### config.mk
export PLATFORM = sky130hd
export DESIGN_NAME = regulated_sampler_with_ramped_average
export DESIGN_NICKNAME = d
export VERILOG_FILES = /design/src/hdl/rsa_pkg.sv /design/src/hdl/rsa_divider.sv /design/src/hdl/regulated_sampler_with_ramped_average.sv
export SDC_FILE = /design/constraint.sdc
export NUM_CORES = 2
export LEC_CHECK = 0
export ABC_CLOCK_PERIOD_IN_PS = 8850
export BUFFER_PORTS_ARGS = -buffer_cell sky130_fd_sc_hd__buf_2
export CORE_MARGIN = 3
export CORE_UTILIZATION = 26
export CTS_BUF_LIST = sky130_fd_sc_hd__clkbuf_4 sky130_fd_sc_hd__clkbuf_8
export DETAILED_ROUTE_END_ITERATION = 8
export GPL_TIMING_DRIVEN = 0
export PLACE_DENSITY_LB_ADDON = 0.08
export SYNTH_ARGS = -nofsm -noshare
export SYNTH_HDL_FRONTEND = slang
export SYNTH_SLANG_ARGS = --single-unit
### constraint.sdc
create_clock -name aclk -period 8.85 [get_ports aclk]
set_clock_uncertainty 0.15 [all_clocks]
set_input_delay 1.77 -clock aclk [delete_from_list [all_inputs] [get_ports aclk]]
set_output_delay 1.77 -clock aclk [all_outputs]
set_load 0.01 [all_outputs]
### src/hdl/rsa_pkg.sv
// ----------------------------------------------------------------------------
// rsa_pkg
// Widths, limits, codes and shared types of the ramped-average sampler.
// ----------------------------------------------------------------------------
`default_nettype none

package rsa_pkg;

    localparam int CHANNELS       = 5;
    localparam int CH_W           = 3;
    localparam logic [CH_W-1:0] LAST_CH = CH_W'(CHANNELS - 1);

    localparam int SAMPLE_W       = 16;
    localparam int SAMPLE_BITS    = 16;
    localparam logic [SAMPLE_W-1:0] SAMPLE_MASK =
        SAMPLE_W'((33'd1 << SAMPLE_BITS) - 33'd1);

    localparam int COUNT_W        = 12;
    localparam logic [COUNT_W-1:0] MAX_SAMPLES = COUNT_W'(4095);

    localparam int ACC_W          = 28;
    localparam logic [ACC_W-1:0] ACC_MAX = {ACC_W{1'b1}};
    localparam int SUM_W          = 20;
    localparam logic [SUM_W-1:0] SUM_MAX = {SUM_W{1'b1}};

    localparam int WIN_W          = 4;
    localparam logic [WIN_W-1:0] WINDOW_LIMIT = WIN_W'(10);
    localparam logic [WIN_W-1:0] READY_WINDOW = WIN_W'(4);

    localparam int AVG_W          = 16;
    localparam int CFG_W          = 16;
    localparam logic [CFG_W-1:0] REGULATE_HIGH_RESET = 16'd65535;
    localparam logic [CFG_W-1:0] REGULATE_LOW_RESET  = 16'd0;
    localparam logic [CFG_W-1:0] DAC_CEILING_RESET   = 16'd4095;
    localparam logic [CFG_W-1:0] DAC_START_RESET     = 16'd0;
    localparam logic [CFG_W-1:0] FLOOR_RESET         = 16'd0;

    // shared divider
    localparam int DIV_NUM_W      = 28;
    localparam int DIV_DEN_W      = 12;
    localparam int DIV_CNT_W      = 5;
    localparam logic [DIV_CNT_W-1:0] DIV_STEPS = DIV_CNT_W'(DIV_NUM_W);
    localparam logic [DIV_DEN_W-1:0] SIGNAL_DIVISOR = DIV_DEN_W'(10);

    // divide by ten as (x * ceil(2^23 / 10)) >> 23, exact for x < 2^22
    localparam int TENTH_W        = 20;
    localparam int TENTH_SHIFT    = 23;
    localparam logic [TENTH_W-1:0] TENTH_RECIP = TENTH_W'(838861);

    typedef enum logic [2:0] {
        CFG_REGULATE_HIGH         = 3'd0,
        CFG_REGULATE_LOW          = 3'd1,
        CFG_DAC_CEILING           = 3'd2,
        CFG_DAC_START             = 3'd3,
        CFG_ANODE_FLOOR           = 3'd4,
        CFG_CATHODE_FLOOR         = 3'd5,
        CFG_BLEEDER_ANODE_FLOOR   = 3'd6,
        CFG_BLEEDER_CATHODE_FLOOR = 3'd7
    } cfg_index_t;

    typedef enum logic [3:0] {
        ST_IDLE,
        ST_ACC,
        ST_MSTART,
        ST_MWAIT,
        ST_RSTART,
        ST_RWAIT,
        ST_CLOSE,
        ST_OUT
    } state_t;

    typedef struct packed {
        logic                 start;
        logic [DIV_NUM_W-1:0] num;
        logic [DIV_DEN_W-1:0] den;
    } div_req_t;

    typedef struct packed {
        logic                 done;
        logic [DIV_NUM_W-1:0] quot;
    } div_rsp_t;

endpackage

`default_nettype wire

### src/hdl/rsa_divider.sv
// ----------------------------------------------------------------------------
// rsa_divider
// Restoring divider, one quotient bit per cycle; zero divisor gives zero.
// ----------------------------------------------------------------------------
`default_nettype none

module rsa_divider import rsa_pkg::*; (
    input  wire logic     aclk,
    input  wire logic     aresetn,
    input  wire div_req_t req,
    output div_rsp_t      rsp
);

    logic [DIV_NUM_W-1:0] work_reg, work_next;
    logic [DIV_DEN_W-1:0] den_reg,  den_next;
    logic [DIV_DEN_W-1:0] rem_reg,  rem_next;
    logic [DIV_CNT_W-1:0] cnt_reg,  cnt_next;
    logic                 done_reg, done_next;

    logic [DIV_DEN_W:0] shifted;
    logic [DIV_DEN_W:0] diff;
    logic               fits;

    always_comb begin
        shifted = {rem_reg, work_reg[DIV_NUM_W-1]};
        diff    = shifted - {1'b0, den_reg};
        fits    = shifted >= {1'b0, den_reg};

        work_next = work_reg;
        den_next  = den_reg;
        rem_next  = rem_reg;
        cnt_next  = cnt_reg;
        done_next = 1'b0;

        if (req.start) begin
            work_next = req.num;
            den_next  = req.den;
            rem_next  = '0;
            cnt_next  = DIV_STEPS;
        end else if (cnt_reg != '0) begin
            rem_next  = fits ? diff[DIV_DEN_W-1:0] : shifted[DIV_DEN_W-1:0];
            work_next = {work_reg[DIV_NUM_W-2:0], fits};
            cnt_next  = cnt_reg - DIV_CNT_W'(1);
            done_next = (cnt_reg == DIV_CNT_W'(1));
        end
    end

    always_ff @(posedge aclk) begin
        if (!aresetn) begin
            cnt_reg  <= '0;
            done_reg <= 1'b0;
        end else begin
            cnt_reg  <= cnt_next;
            done_reg <= done_next;
        end
        work_reg <= work_next;
        den_reg  <= den_next;
        rem_reg  <= rem_next;
    end

    assign rsp.done = done_reg;
    assign rsp.quot = (den_reg == '0) ? '0 : work_reg;

endmodule

`default_nettype wire

### src/hdl/regulated_sampler_with_ramped_average.sv
// ----------------------------------------------------------------------------
// regulated_sampler_with_ramped_average
// DAC level regulator with five-channel averaging over a growing tick window.
// ----------------------------------------------------------------------------
//
//  channel  dir  handshake          payload
//  s_       in   s_tvalid/s_tready  s_tdata: five samples, s_tuser: operation
//  m_       out  m_tvalid/m_tready  m_tdata: level + five averages,
//                                   m_tuser: report_valid, data_ready
//  cfg_     in   cfg_we             cfg_index, cfg_data (no read-back)
//
//  Steps: a sample word is accepted, makes five passes through the shared
//  accumulate adder, then its result is loaded into the output register.
//  A tick runs five means through the shared 28-step restoring divider.
//  A tick that closes a window adds five more divisions by the window length
//  (the signal sum is first divided by ten with a reciprocal multiply).
//  s_tready is high only in the idle state; a result waiting in the output
//  register does not stop the next word being taken, but the block stalls
//  before loading its own result until the output register is free.
//  Reset (aresetn low, synchronous) clears all but payload at once; no sweep.
//
`default_nettype none

module regulated_sampler_with_ramped_average import rsa_pkg::*; (
    input  wire logic        aclk,
    input  wire logic        aresetn,
    // input words
    input  wire logic        s_tvalid,
    output logic             s_tready,
    // [15:0] signal_sample, [31:16] anode_sample, [47:32] cathode_sample,
    // [63:48] bleeder_anode_sample, [79:64] bleeder_cathode_sample
    input  wire logic [79:0] s_tdata,
    // [0] operation
    input  wire logic [0:0]  s_tuser,
    // result words
    output logic             m_tvalid,
    input  wire logic        m_tready,
    // [15:0] dac_level, [31:16] signal_average, [47:32] anode_average,
    // [63:48] cathode_average, [79:64] bleeder_anode_average,
    // [95:80] bleeder_cathode_average
    output logic [95:0]      m_tdata,
    // [0] report_valid, [1] data_ready
    output logic [1:0]       m_tuser,
    // configuration
    input  wire logic        cfg_we,
    input  wire logic [2:0]  cfg_index,
    input  wire logic [15:0] cfg_data
);

    // ---------------------------------------------------------------- state
    state_t state_reg, state_next;

    // configuration registers (dac_start only matters at reset, which loads
    // its reset value, so it is not stored)
    logic [CFG_W-1:0] reg_high_reg, reg_high_next;
    logic [CFG_W-1:0] reg_low_reg,  reg_low_next;
    logic [CFG_W-1:0] ceiling_reg,  ceiling_next;
    logic [CFG_W-1:0] floor_reg  [CHANNELS-1];
    logic [CFG_W-1:0] floor_next [CHANNELS-1];

    // architectural state
    logic [CFG_W-1:0]   drive_reg,  drive_next;
    logic [COUNT_W-1:0] count_reg,  count_next;
    logic [ACC_W-1:0]   acc_reg  [CHANNELS];
    logic [ACC_W-1:0]   acc_next [CHANNELS];
    logic [SUM_W-1:0]   ws_reg   [CHANNELS];
    logic [SUM_W-1:0]   ws_next  [CHANNELS];
    logic [AVG_W-1:0]   rep_reg  [CHANNELS];
    logic [AVG_W-1:0]   rep_next [CHANNELS];
    logic [WIN_W-1:0]   ticks_reg,  ticks_next;
    logic [WIN_W-1:0]   growth_reg, growth_next;
    logic [WIN_W-1:0]   cwin_reg,   cwin_next;
    logic               ready_reg,  ready_next;

    // per-word working registers
    logic [SAMPLE_W-1:0] smp_reg  [CHANNELS];
    logic [SAMPLE_W-1:0] smp_next [CHANNELS];
    logic [CH_W-1:0]     ch_reg,    ch_next;
    logic                valid_reg, valid_next;

    // output register
    logic        m_valid_reg, m_valid_next;
    logic [95:0] m_data_reg,  m_data_next;
    logic [1:0]  m_user_reg,  m_user_next;

    // shared divider
    div_req_t div_req;
    div_rsp_t div_rsp;

    rsa_divider u_div (
        .aclk    (aclk),
        .aresetn (aresetn),
        .req     (div_req),
        .rsp     (div_rsp)
    );

    // ---------------------------------------------------------------- datapath
    logic [SAMPLE_W-1:0]      sig_in;
    logic [ACC_W:0]           acc_sum;
    logic [ACC_W:0]           ws_sum;
    logic [AVG_W-1:0]         avg_sat;
    logic [SUM_W+TENTH_W-1:0] tenth_prod;
    logic [SUM_W-1:0]         sig_tenth;
    logic [1:0]               fidx;
    logic [WIN_W-1:0]         tick_dec;
    logic [WIN_W-1:0]         grow_inc;
    logic [WIN_W-1:0]         new_ticks;
    logic                     accept;
    logic                     out_free;

    always_comb begin
        sig_in   = s_tdata[SAMPLE_W-1:0] & SAMPLE_MASK;
        acc_sum  = {1'b0, acc_reg[ch_reg]} + {{(ACC_W+1-SAMPLE_W){1'b0}}, smp_reg[ch_reg]};
        ws_sum   = {{(ACC_W+1-SUM_W){1'b0}}, ws_reg[ch_reg]} + {1'b0, div_rsp.quot};
        avg_sat  = (|div_rsp.quot[DIV_NUM_W-1:AVG_W]) ? {AVG_W{1'b1}}
                                                      : div_rsp.quot[AVG_W-1:0];
        // signal window sum / 10
        tenth_prod = {{TENTH_W{1'b0}}, ws_reg[0]} * {{SUM_W{1'b0}}, TENTH_RECIP};
        sig_tenth  = SUM_W'(tenth_prod >> TENTH_SHIFT);
        fidx     = 2'(ch_reg - CH_W'(1));
        tick_dec = ticks_reg - WIN_W'(1);
        grow_inc = growth_reg + WIN_W'(1);
        accept   = s_tvalid && s_tready;
        out_free = !m_valid_reg || m_tready;
    end

    // ---------------------------------------------------------------- control
    always_comb begin
        state_next    = state_reg;
        reg_high_next = reg_high_reg;
        reg_low_next  = reg_low_reg;
        ceiling_next  = ceiling_reg;
        floor_next    = floor_reg;
        drive_next    = drive_reg;
        count_next    = count_reg;
        acc_next      = acc_reg;
        ws_next       = ws_reg;
        rep_next      = rep_reg;
        ticks_next    = ticks_reg;
        growth_next   = growth_reg;
        cwin_next     = cwin_reg;
        ready_next    = ready_reg;
        smp_next      = smp_reg;
        ch_next       = ch_reg;
        valid_next    = valid_reg;
        m_valid_next  = m_valid_reg && !m_tready;
        m_data_next   = m_data_reg;
        m_user_next   = m_user_reg;
        new_ticks     = ticks_reg;

        s_tready      = (state_reg == ST_IDLE);

        div_req.start = 1'b0;
        div_req.num   = acc_reg[ch_reg];
        div_req.den   = count_reg;

        if (cfg_we) begin
            unique case (cfg_index_t'(cfg_index))
                CFG_REGULATE_HIGH:         reg_high_next = cfg_data;
                CFG_REGULATE_LOW:          reg_low_next  = cfg_data;
                CFG_DAC_CEILING:           ceiling_next  = cfg_data;
                CFG_DAC_START:             ;
                CFG_ANODE_FLOOR:           floor_next[0] = cfg_data;
                CFG_CATHODE_FLOOR:         floor_next[1] = cfg_data;
                CFG_BLEEDER_ANODE_FLOOR:   floor_next[2] = cfg_data;
                CFG_BLEEDER_CATHODE_FLOOR: floor_next[3] = cfg_data;
                default:                   ;
            endcase
        end

        unique case (state_reg)
            ST_IDLE: begin
                if (accept) begin
                    for (int i = 0; i < CHANNELS; i++) begin
                        smp_next[i] = s_tdata[i*SAMPLE_W +: SAMPLE_W] & SAMPLE_MASK;
                    end
                    // one regulation step; down takes priority
                    if (sig_in > reg_high_reg) begin
                        if (drive_reg != '0) drive_next = drive_reg - CFG_W'(1);
                    end else if (sig_in < reg_low_reg) begin
                        if (drive_reg < ceiling_reg) drive_next = drive_reg + CFG_W'(1);
                    end
                    valid_next = 1'b0;
                    ch_next    = '0;
                    state_next = s_tuser[0] ? ST_MSTART : ST_ACC;
                end
            end

            // one channel per cycle through the shared adder
            ST_ACC: begin
                acc_next[ch_reg] = acc_sum[ACC_W] ? ACC_MAX : acc_sum[ACC_W-1:0];
                if (ch_reg == LAST_CH) begin
                    if (count_reg < MAX_SAMPLES) count_next = count_reg + COUNT_W'(1);
                    state_next = ST_OUT;
                end else begin
                    ch_next = ch_reg + CH_W'(1);
                end
            end

            // mean of one channel: accumulator / sample count
            ST_MSTART: begin
                div_req.start = 1'b1;
                state_next    = ST_MWAIT;
            end

            ST_MWAIT: begin
                if (div_rsp.done) begin
                    ws_next[ch_reg]  = (ws_sum > {{(ACC_W+1-SUM_W){1'b0}}, SUM_MAX})
                                     ? SUM_MAX : ws_sum[SUM_W-1:0];
                    acc_next[ch_reg] = '0;
                    if (ch_reg == LAST_CH) begin
                        count_next = '0;
                        ticks_next = tick_dec;
                        ch_next    = '0;
                        state_next = (tick_dec == '0) ? ST_RSTART : ST_OUT;
                    end else begin
                        ch_next    = ch_reg + CH_W'(1);
                        state_next = ST_MSTART;
                    end
                end
            end

            // each channel divided by the window length; signal already / 10
            ST_RSTART: begin
                div_req.start = 1'b1;
                div_req.num   = (ch_reg == '0) ? DIV_NUM_W'(sig_tenth)
                                               : DIV_NUM_W'(ws_reg[ch_reg]);
                div_req.den   = DIV_DEN_W'(cwin_reg);
                state_next    = ST_RWAIT;
            end

            ST_RWAIT: begin
                if (div_rsp.done) begin
                    if (ch_reg == '0) begin
                        rep_next[0] = avg_sat;
                    end else begin
                        rep_next[ch_reg] = (avg_sat < floor_reg[fidx]) ? '0 : avg_sat;
                    end
                    if (ch_reg == LAST_CH) begin
                        state_next = ST_CLOSE;
                    end else begin
                        ch_next    = ch_reg + CH_W'(1);
                        state_next = ST_RSTART;
                    end
                end
            end

            // window closed: set the next window length
            ST_CLOSE: begin
                valid_next = 1'b1;
                if (cwin_reg == WINDOW_LIMIT) begin
                    new_ticks = WINDOW_LIMIT;
                end else begin
                    growth_next = grow_inc;
                    new_ticks   = grow_inc;
                    if (grow_inc == READY_WINDOW) ready_next = 1'b1;
                end
                ticks_next = new_ticks;
                cwin_next  = new_ticks;
                for (int i = 0; i < CHANNELS; i++) begin
                    ws_next[i] = '0;
                end
                state_next = ST_OUT;
            end

            ST_OUT: begin
                if (out_free) begin
                    m_valid_next = 1'b1;
                    m_data_next  = {rep_reg[4], rep_reg[3], rep_reg[2], rep_reg[1],
                                    rep_reg[0], drive_reg};
                    m_user_next  = {ready_reg, valid_reg};
                    state_next   = ST_IDLE;
                end
            end

            default: state_next = ST_IDLE;
        endcase
    end

    // ---------------------------------------------------------------- registers
    always_ff @(posedge aclk) begin
        if (!aresetn) begin
            state_reg <= ST_IDLE;
        end else begin
            state_reg <= state_next;
        end
    end

    always_ff @(posedge aclk) begin
        if (!aresetn) begin
            reg_high_reg <= REGULATE_HIGH_RESET;
            reg_low_reg  <= REGULATE_LOW_RESET;
            ceiling_reg  <= DAC_CEILING_RESET;
            for (int i = 0; i < CHANNELS - 1; i++) begin
                floor_reg[i] <= FLOOR_RESET;
            end
            drive_reg    <= DAC_START_RESET;
            count_reg    <= '0;
            for (int i = 0; i < CHANNELS; i++) begin
                acc_reg[i] <= '0;
                ws_reg[i]  <= '0;
                rep_reg[i] <= '0;
            end
            ticks_reg    <= WIN_W'(1);
            growth_reg   <= WIN_W'(1);
            cwin_reg     <= WIN_W'(1);
            ready_reg    <= 1'b0;
            valid_reg    <= 1'b0;
            ch_reg       <= '0;
            m_valid_reg  <= 1'b0;
        end else begin
            reg_high_reg <= reg_high_next;
            reg_low_reg  <= reg_low_next;
            ceiling_reg  <= ceiling_next;
            floor_reg    <= floor_next;
            drive_reg    <= drive_next;
            count_reg    <= count_next;
            acc_reg      <= acc_next;
            ws_reg       <= ws_next;
            rep_reg      <= rep_next;
            ticks_reg    <= ticks_next;
            growth_reg   <= growth_next;
            cwin_reg     <= cwin_next;
            ready_reg    <= ready_next;
            valid_reg    <= valid_next;
            ch_reg       <= ch_next;
            m_valid_reg  <= m_valid_next;
        end
        // payload, no reset
        smp_reg    <= smp_next;
        m_data_reg <= m_data_next;
        m_user_reg <= m_user_next;
    end

    assign m_tvalid = m_valid_reg;
    assign m_tdata  = m_data_reg;
    assign m_tuser  = m_user_reg;

endmodule

`default_nettype wire

Yosys cells after proc, flatten, opt, wreduce, memory -nomap -nowiden. Index checks and enable logic that the tools add are counted.

Register bits after elaboration: 718. Bits of input ports: 105. Output and inout port bits: 100. Word-level logic and storage cells: 218.

Add/sub/neg operators: 11. Multiply operators: 1. Magnitude comparators: 10. Equality and inequality tests: 25. Muxes and demuxes: 72. Bitwise logic cells: 8. Reductions and logical operators: 45.

Operators by type and width (number): case mux 140 bit (2 select lines) (1); case mux 100 bit (2 select lines) (1); two-way mux 28 bit (7); two-way mux 16 bit (12); AND 140 bit (1); bitwise mux 140 bit (1); two-way mux 140 bit (1); NOT 140 bit (1); bitwise mux 100 bit (1); two-way mux 100 bit (1); two-way mux 20 bit (5); binary-select mux 28 bit (select 3 bit) (1); demux 28 bit (select 3 bit) (1); bitwise mux 80 bit (1); binary-select mux 20 bit (select 3 bit) (1); demux 20 bit (select 3 bit) (1); two-way mux 12 bit (5); binary-select mux 16 bit (select 3 bit) (1); demux 16 bit (select 3 bit) (1); less-than comparator 16 bit (3); multiplier 20 x 20 -> 40 bit (second input constant) (1); two-way mux 40 bit (1); binary-select mux 16 bit (select 2 bit) (1); two-way mux 4 bit (8); other kinds (57) (114).

Depth between registers and ports, before layout.
Depth in word-level cells: 10. Gate-level depth with buffers: 25. Mapped depth without buffers: 24.

Hierarchy. A second synthesis with hierarchy kept.

Cell total of the unflattened synthesis: 3999. Area total of the unflattened synthesis: 39789.4 um^2.

By module, submodules not included: regulated_sampler_with_ramped_average (instances 1, cells each 3703, area an instance 36561.3 um^2, sequential area each 14974.4 um^2); rsa_divider (instances 1, cells each 296, area an instance 3228.1 um^2, sequential area each 1561.5 um^2).

Worst setup path after synthesis. No wires, ideal clock.

Path kind: input-to-reg. Start point: input port m_tready. End point: register m_data_reg[0] (netlist: m_tdata[0]) (enable). Library setup time: 0.556 ns. Arrival: 5.912 ns. Data required time: 8.144 ns. Setup slack: 2.232 ns. Stages on the path: 2. Path buffers: 0. Cells stage by stage: nor2b_1 -> nor2_1.

Longest elaborated chain between the ends: 2.

Ends and longest elaborated chain: start, declared (RTL line regulated_sampler_with_ramped_average.sv:37) `input wire logic m_tready,`; logical OR 1 bit (RTL line regulated_sampler_with_ramped_average.sv:124) `out_free = !m_valid_reg || m_tready;`; AND reduction 2 bit (no source line); end signal, assigned (RTL line regulated_sampler_with_ramped_average.sv:331) `m_data_reg <= m_data_next;`; end, declared (RTL line regulated_sampler_with_ramped_average.sv:83) `logic [95:0] m_data_reg, m_data_next;`.

Every way passes these cells. A chain may end at the register's enable or synchronous reset.

Final worst setup path.
Start point: register ws_reg[89] (netlist name). End point: register u_div.work_reg[16], data pin.

Longest elaborated chain between the ends: 4.

Ends and longest elaborated chain: start, declared (RTL line regulated_sampler_with_ramped_average.sv:66) `logic [SUM_W-1:0] ws_reg [CHANNELS];`; start signal, assigned (RTL line regulated_sampler_with_ramped_average.sv:319) `ws_reg <= ws_next;`; multiplier 20 x 20 -> 40 bit (RTL line regulated_sampler_with_ramped_average.sv:118) `tenth_prod = {{TENTH_W{1'b0}}, ws_reg[0]} * {{SUM_W{1'b0}}, TENTH_RECIP};`; two-way mux 20 bit (RTL line regulated_sampler_with_ramped_average.sv:226) `div_req.num = (ch_reg == '0) ? DIV_NUM_W'(sig_tenth)`; two-way mux 40 bit (RTL line regulated_sampler_with_ramped_average.sv:171) `unique case (state_reg)`; two-way mux 28 bit (RTL line rsa_divider.sv:35) `if (req.start) begin`; named net u_div.work_next[16] (RTL line rsa_divider.sv:14) `logic [DIV_NUM_W-1:0] work_reg, work_next;`; end signal, assigned (RTL line rsa_divider.sv:56) `work_reg <= work_next;`; end, declared (RTL line rsa_divider.sv:14).

The timed path passes the listed nets, and every way through them passes these cells.

==> impl_metrics.prom <==
# TYPE chip_impl_metric gauge
chip_impl_metric{name="peakVddDrop",unit="mV"} 0.1371
chip_impl_metric{name="ctsHoldBuffers",unit=""} 0
chip_impl_info{name="worstReg2RegEnd",value="u_div.work_reg[16]$_DFFE_PP_"} 1
chip_impl_metric{name="grt_start_max_net_pins",unit=""} 62
chip_impl_metric{name="drt_via_density",unit=""} 4.722
chip_impl_metric{name="setup.reg_to_reg.worst_slack",unit="ns"} 0.95
chip_impl_metric{name="timing_worst_slew_pin_value",unit="ns"} 1.301
chip_impl_metric{name="required_time_at_the_worst_slack_endpoint",unit="ns"} 9.27
chip_impl_metric{name="flow.area_growth_from_synthesis",unit="%"} 16.62
chip_impl_metric{name="place.gp.congestion",unit=""} 0.8296
chip_impl_metric{name="vias",unit=""} 30420
chip_impl_metric{name="detail_route.iter0.violations",unit=""} 1834
chip_impl_metric{name="core_area",unit="sq mm"} 0.1500
chip_impl_metric{name="clk_transition_reported_paths",unit="ns"} 0.07
chip_impl_metric{name="yosysWarningCount",unit=""} 0
chip_impl_metric{name="worstPathArrival",unit="ns"} 8.32
chip_impl_metric{name="die_height",unit="microns"} 394.7
chip_impl_metric{name="syn-instance-count",unit=""} 3969
chip_impl_metric{name="cp_max_fo",unit=""} 7
chip_impl_info{name="mostFrequentLayoutCells",value="537 x nand2_1, 499 x dfxtp_1, 342 x o21ai_0"} 1
chip_impl_metric{name="post-cts-setup-buffer-count",unit=""} 0
chip_impl_metric{name="final_nets",unit=""} 4887
chip_impl_info{name="synth-main-ff-cell",value="dfxtp_1"} 1
chip_impl_metric{name="syn_area_per_cell",unit="sq um"} 9.898
chip_impl_metric{name="max_ffs_per_register",unit=""} 140
chip_impl_metric{name="asyncSetResetFlopFracSynth",unit=""} 0
chip_impl_metric{name="vias_in_the_first_global_route",unit=""} 31480
chip_impl_info{name="largest_family_of_logic_cells_by_synthesized_area",value="adder cells"} 1
chip_impl_info{name="path_class",value="register to register"} 1
chip_impl_metric{name="synth-edff-count",unit=""} 218
chip_impl_metric{name="max_clock_freq",unit="MHz"} 126.5
chip_impl_metric{name="first_pass_grt_wire_length",unit="microns"} 214400
chip_impl_metric{name="detail_route.drc_violations",unit=""} 0
chip_impl_metric{name="synthAdderAreaFrac",unit=""} 0.1748
chip_impl_metric{name="total_power",unit="W"} 0.01024
chip_impl_metric{name="io_pins",unit=""} 205
chip_impl_metric{name="antenna_found_initial",unit=""} 16
chip_impl_metric{name="rr_worst_depth",unit=""} 25
chip_impl_metric{name="ys_seq_area_frac",unit=""} 0.4209
chip_impl_info{name="main_area_contributors_after_synthesis",value="dfxtp_1 25%, edfxtp_1 17%, ha_1 11%"} 1
chip_impl_metric{name="wire_per_inst",unit="microns"} 22.45
chip_impl_info{name="synth_area_leader",value="dfxtp_1"} 1
chip_impl_info{name="status",value="completed"} 1
chip_impl_info{name="critical_path.startpoint",value="ws_reg[89]$_SDFFE_PN0P_"} 1
chip_impl_info{name="tritoncts",value="built"} 1
chip_impl_info{name="holdCritPathClass",value="register to register"} 1
chip_impl_metric{name="muxShareOfSynthArea",unit=""} 0.05007
chip_impl_metric{name="floorplan.die_area",unit="sq mm"} 0.1558
chip_impl_metric{name="clk_latency",unit="ns"} 0.87
chip_impl_info{name="critPathCapture",value="u_div.work_reg[16]$_DFFE_PP_"} 1
chip_impl_info{name="startpoint_type",value="register"} 1
chip_impl_info{name="worstSetupEndpointType",value="register"} 1
chip_impl_metric{name="timing.final.max_slew_violations",unit=""} 0
chip_impl_metric{name="finalWirelength",unit="microns"} 144600
chip_impl_metric{name="setup_viol",unit=""} 0
chip_impl_metric{name="grt.overflow.total",unit=""} 0
chip_impl_metric{name="fraction_of_layout_cells_with_a_size_suffix_above_1",unit=""} 0.1340
chip_impl_metric{name="timing.final.hold_violations",unit=""} 0
chip_impl_info{name="cts_root_buffer",value="clkbuf_8"} 1
chip_impl_metric{name="synth_simple_gate_area_share",unit=""} 0.1344
chip_impl_metric{name="min_period_over_period",unit=""} 0.8930
chip_impl_metric{name="max-slew-margin-rel",unit=""} 0.1213
chip_impl_metric{name="instances_no_fill",unit=""} 6441
chip_impl_metric{name="fin_crit",unit="ns"} 7.903
chip_impl_metric{name="timing.max_cap.violations",unit=""} 0
chip_impl_metric{name="grt_util_all_layers",unit=""} 0.1847
chip_impl_info{name="grt_setup_unrepaired",value="no"} 1
chip_impl_metric{name="cellLeakagePower",unit="nW"} 19.09
chip_impl_metric{name="synth-seq-cells",unit=""} 717
chip_impl_metric{name="synthesized_area_fraction_occupied_by_ao_oa_aoi_and_oai_cells",unit=""} 0.1473
chip_impl_metric{name="post_synth_instance_area",unit="sq mm"} 0.03928
chip_impl_metric{name="fp-row-count",unit=""} 142
chip_impl_metric{name="final.hold.worst_slack",unit="ns"} 0.2694
chip_impl_metric{name="hpwl_dp",unit="microns"} 111900
chip_impl_metric{name="cts_buf_count",unit=""} 135
chip_impl_metric{name="antenna_violating_nets_post_route",unit=""} 0
chip_impl_metric{name="die-width",unit="microns"} 394.7
chip_impl_metric{name="start_util",unit=""} 0.2620
chip_impl_metric{name="place_inst",unit=""} 6192
chip_impl_info{name="reg2reg_from",value="ws_reg[89]$_SDFFE_PN0P_"} 1
chip_impl_metric{name="power_per_standard_cell_area",unit="mW/mm^2"} 223.5
chip_impl_metric{name="dp_slack",unit="ns"} 0.8780
chip_impl_metric{name="worst_setup_slack_after_layout",unit="ns"} 0.9470
chip_impl_info{name="layout.cells.most_common",value="nand2_1"} 1
chip_impl_metric{name="synth_xor_xnor_area_share",unit=""} 0.02319
chip_impl_metric{name="synth.top_cell.area_share",unit=""} 0.2543
chip_impl_metric{name="drt_pre_antenna_iters",unit=""} 5
chip_impl_metric{name="yosys.cell_types.count",unit=""} 86
chip_impl_metric{name="synth.net_count",unit=""} 4543
chip_impl_metric{name="portBuffers",unit=""} 201
chip_impl_metric{name="cts_resized",unit=""} 0
chip_impl_metric{name="clkSinkCount",unit=""} 717
chip_impl_metric{name="clock_tree.buffer_depth",unit=""} 3
chip_impl_metric{name="cts_htree_levels",unit=""} 4
-- Yosys cell counts (28+ instances only) --
cell type  number
nand2_1       538
dfxtp_1       499
o21ai_0       342
ha_1          336
inv_1         312
edfxtp_1      218
a21oi_1       213
nor2_1        173
nand3_1       169
clkbuf_1      147
fa_1          133
mux4_2         79
a22o_1         69
o21ai_1        67
xnor2_1        61
o211ai_1       44
xor2_1         43
a21o_1         42
nor2b_1        37
and2_1         35
nor3_1         33
a211oi_1       30
nand4_1        29
nand2b_1       28
-- final cells by class --
| type | count | area (sq um) |
|---|---|---|
| fill | 15910 | 104100 |
| sequential | 717 | 16540 |
| antenna | 8 | 20.02 |
| buffer | 182 | 762.0 |
| tap | 2016 | 2522 |
| inverter | 313 | 1177 |
| timing repair buffer | 207 | 1140 |
| clock inverter | 39 | 361.6 |
| clock buffer | 202 | 2467 |
| multi-input combinational | 2757 | 20830 |
-- kinds of logic after synthesis --
group | after synthesis
AOI/OAI and AO/OA | 954
DFF | 717
xor gates and xnor gates | 104
buffers and inverters | 495
muxes | 97
and+or+nand+nor | 1133
adders and majority gates | 469
-- per-stage QoR --
step | util | instance area (sq um) | setup TNS, ns
after floorplan | - | 39280 | 0
after global placement | 0.2855 | 42810 | -108.30
after detailed placement | 0.2865 | 42960 | 0
after CTS | 0.3054 | 45790 | 0
after global routing | 0.3054 | 45800 | 0
final | 0.3055 | 45810 | 0
-- worst min path at each step --
stage / startpoint / slack [ns] / to / cells after the start
4_1_cts: rep_reg[29]$_SDFFE_PN0P_ / 0.27 / m_tdata[77]$_DFFE_PP_ / 0
3_3_place_gp: rep_reg[48]$_SDFFE_PN0P_ / 0.26 / m_tdata[32]$_DFFE_PP_ / 0
2_1_floorplan: rep_reg[64]$_SDFFE_PN0P_ / 0.26 / m_tdata[16]$_DFFE_PP_ / 0
5_1_grt: rep_reg[1]$_SDFFE_PN0P_ / 0.28 / m_tdata[81]$_DFFE_PP_ / 0
6_report: rep_reg[52]$_SDFFE_PN0P_ / 0.27 / m_tdata[36]$_DFFE_PP_ / 0
3_5_place_dp: rep_reg[74]$_SDFFE_PN0P_ / 0.26 / m_tdata[26]$_DFFE_PP_ / 0
-- metal layers --
metal,routed length [microns],global-route usage
met1,67310,0.2467
met2,68830,0.3088
met3,5861,0.03454
met4,2554,0.04229
met5,77,0
-- where the power goes --
part | leakage [nW] | internal, W | switching, W
clock network | 1.51 | 0.00188 | 0.00157
logic | 11.4 | 0.000953 | 0.00197
registers | 6.14 | 0.00371 | 0.000159
total | 19.1 | 0.00654 | 0.00370
-- worst max-delay path, stage by stage, from the launching register on --
cell and delay, ns:
dfxtp_1 0.72, ha_1 0.37, clkbuf_1 0.27, xor2_1 0.23
ha_1 0.21, a21o_1 0.16, ha_1 0.27, inv_1 0.05
fa_1 0.47, fa_1 0.50, inv_1 0.06, fa_1 0.54
inv_1 0.05, fa_1 0.51, inv_1 0.04, ha_1 0.32
a21oi_1 0.12, o21ai_0 0.14, a2111oi_0 0.62, a211oi_1 0.24
o21ai_1 0.27, a41oi_1 0.28, a211oi_2 0.34, a21oi_1 0.12
xnor2_1 0.38, a31oi_1 0.14
Power figures use the tool's default switching activity.
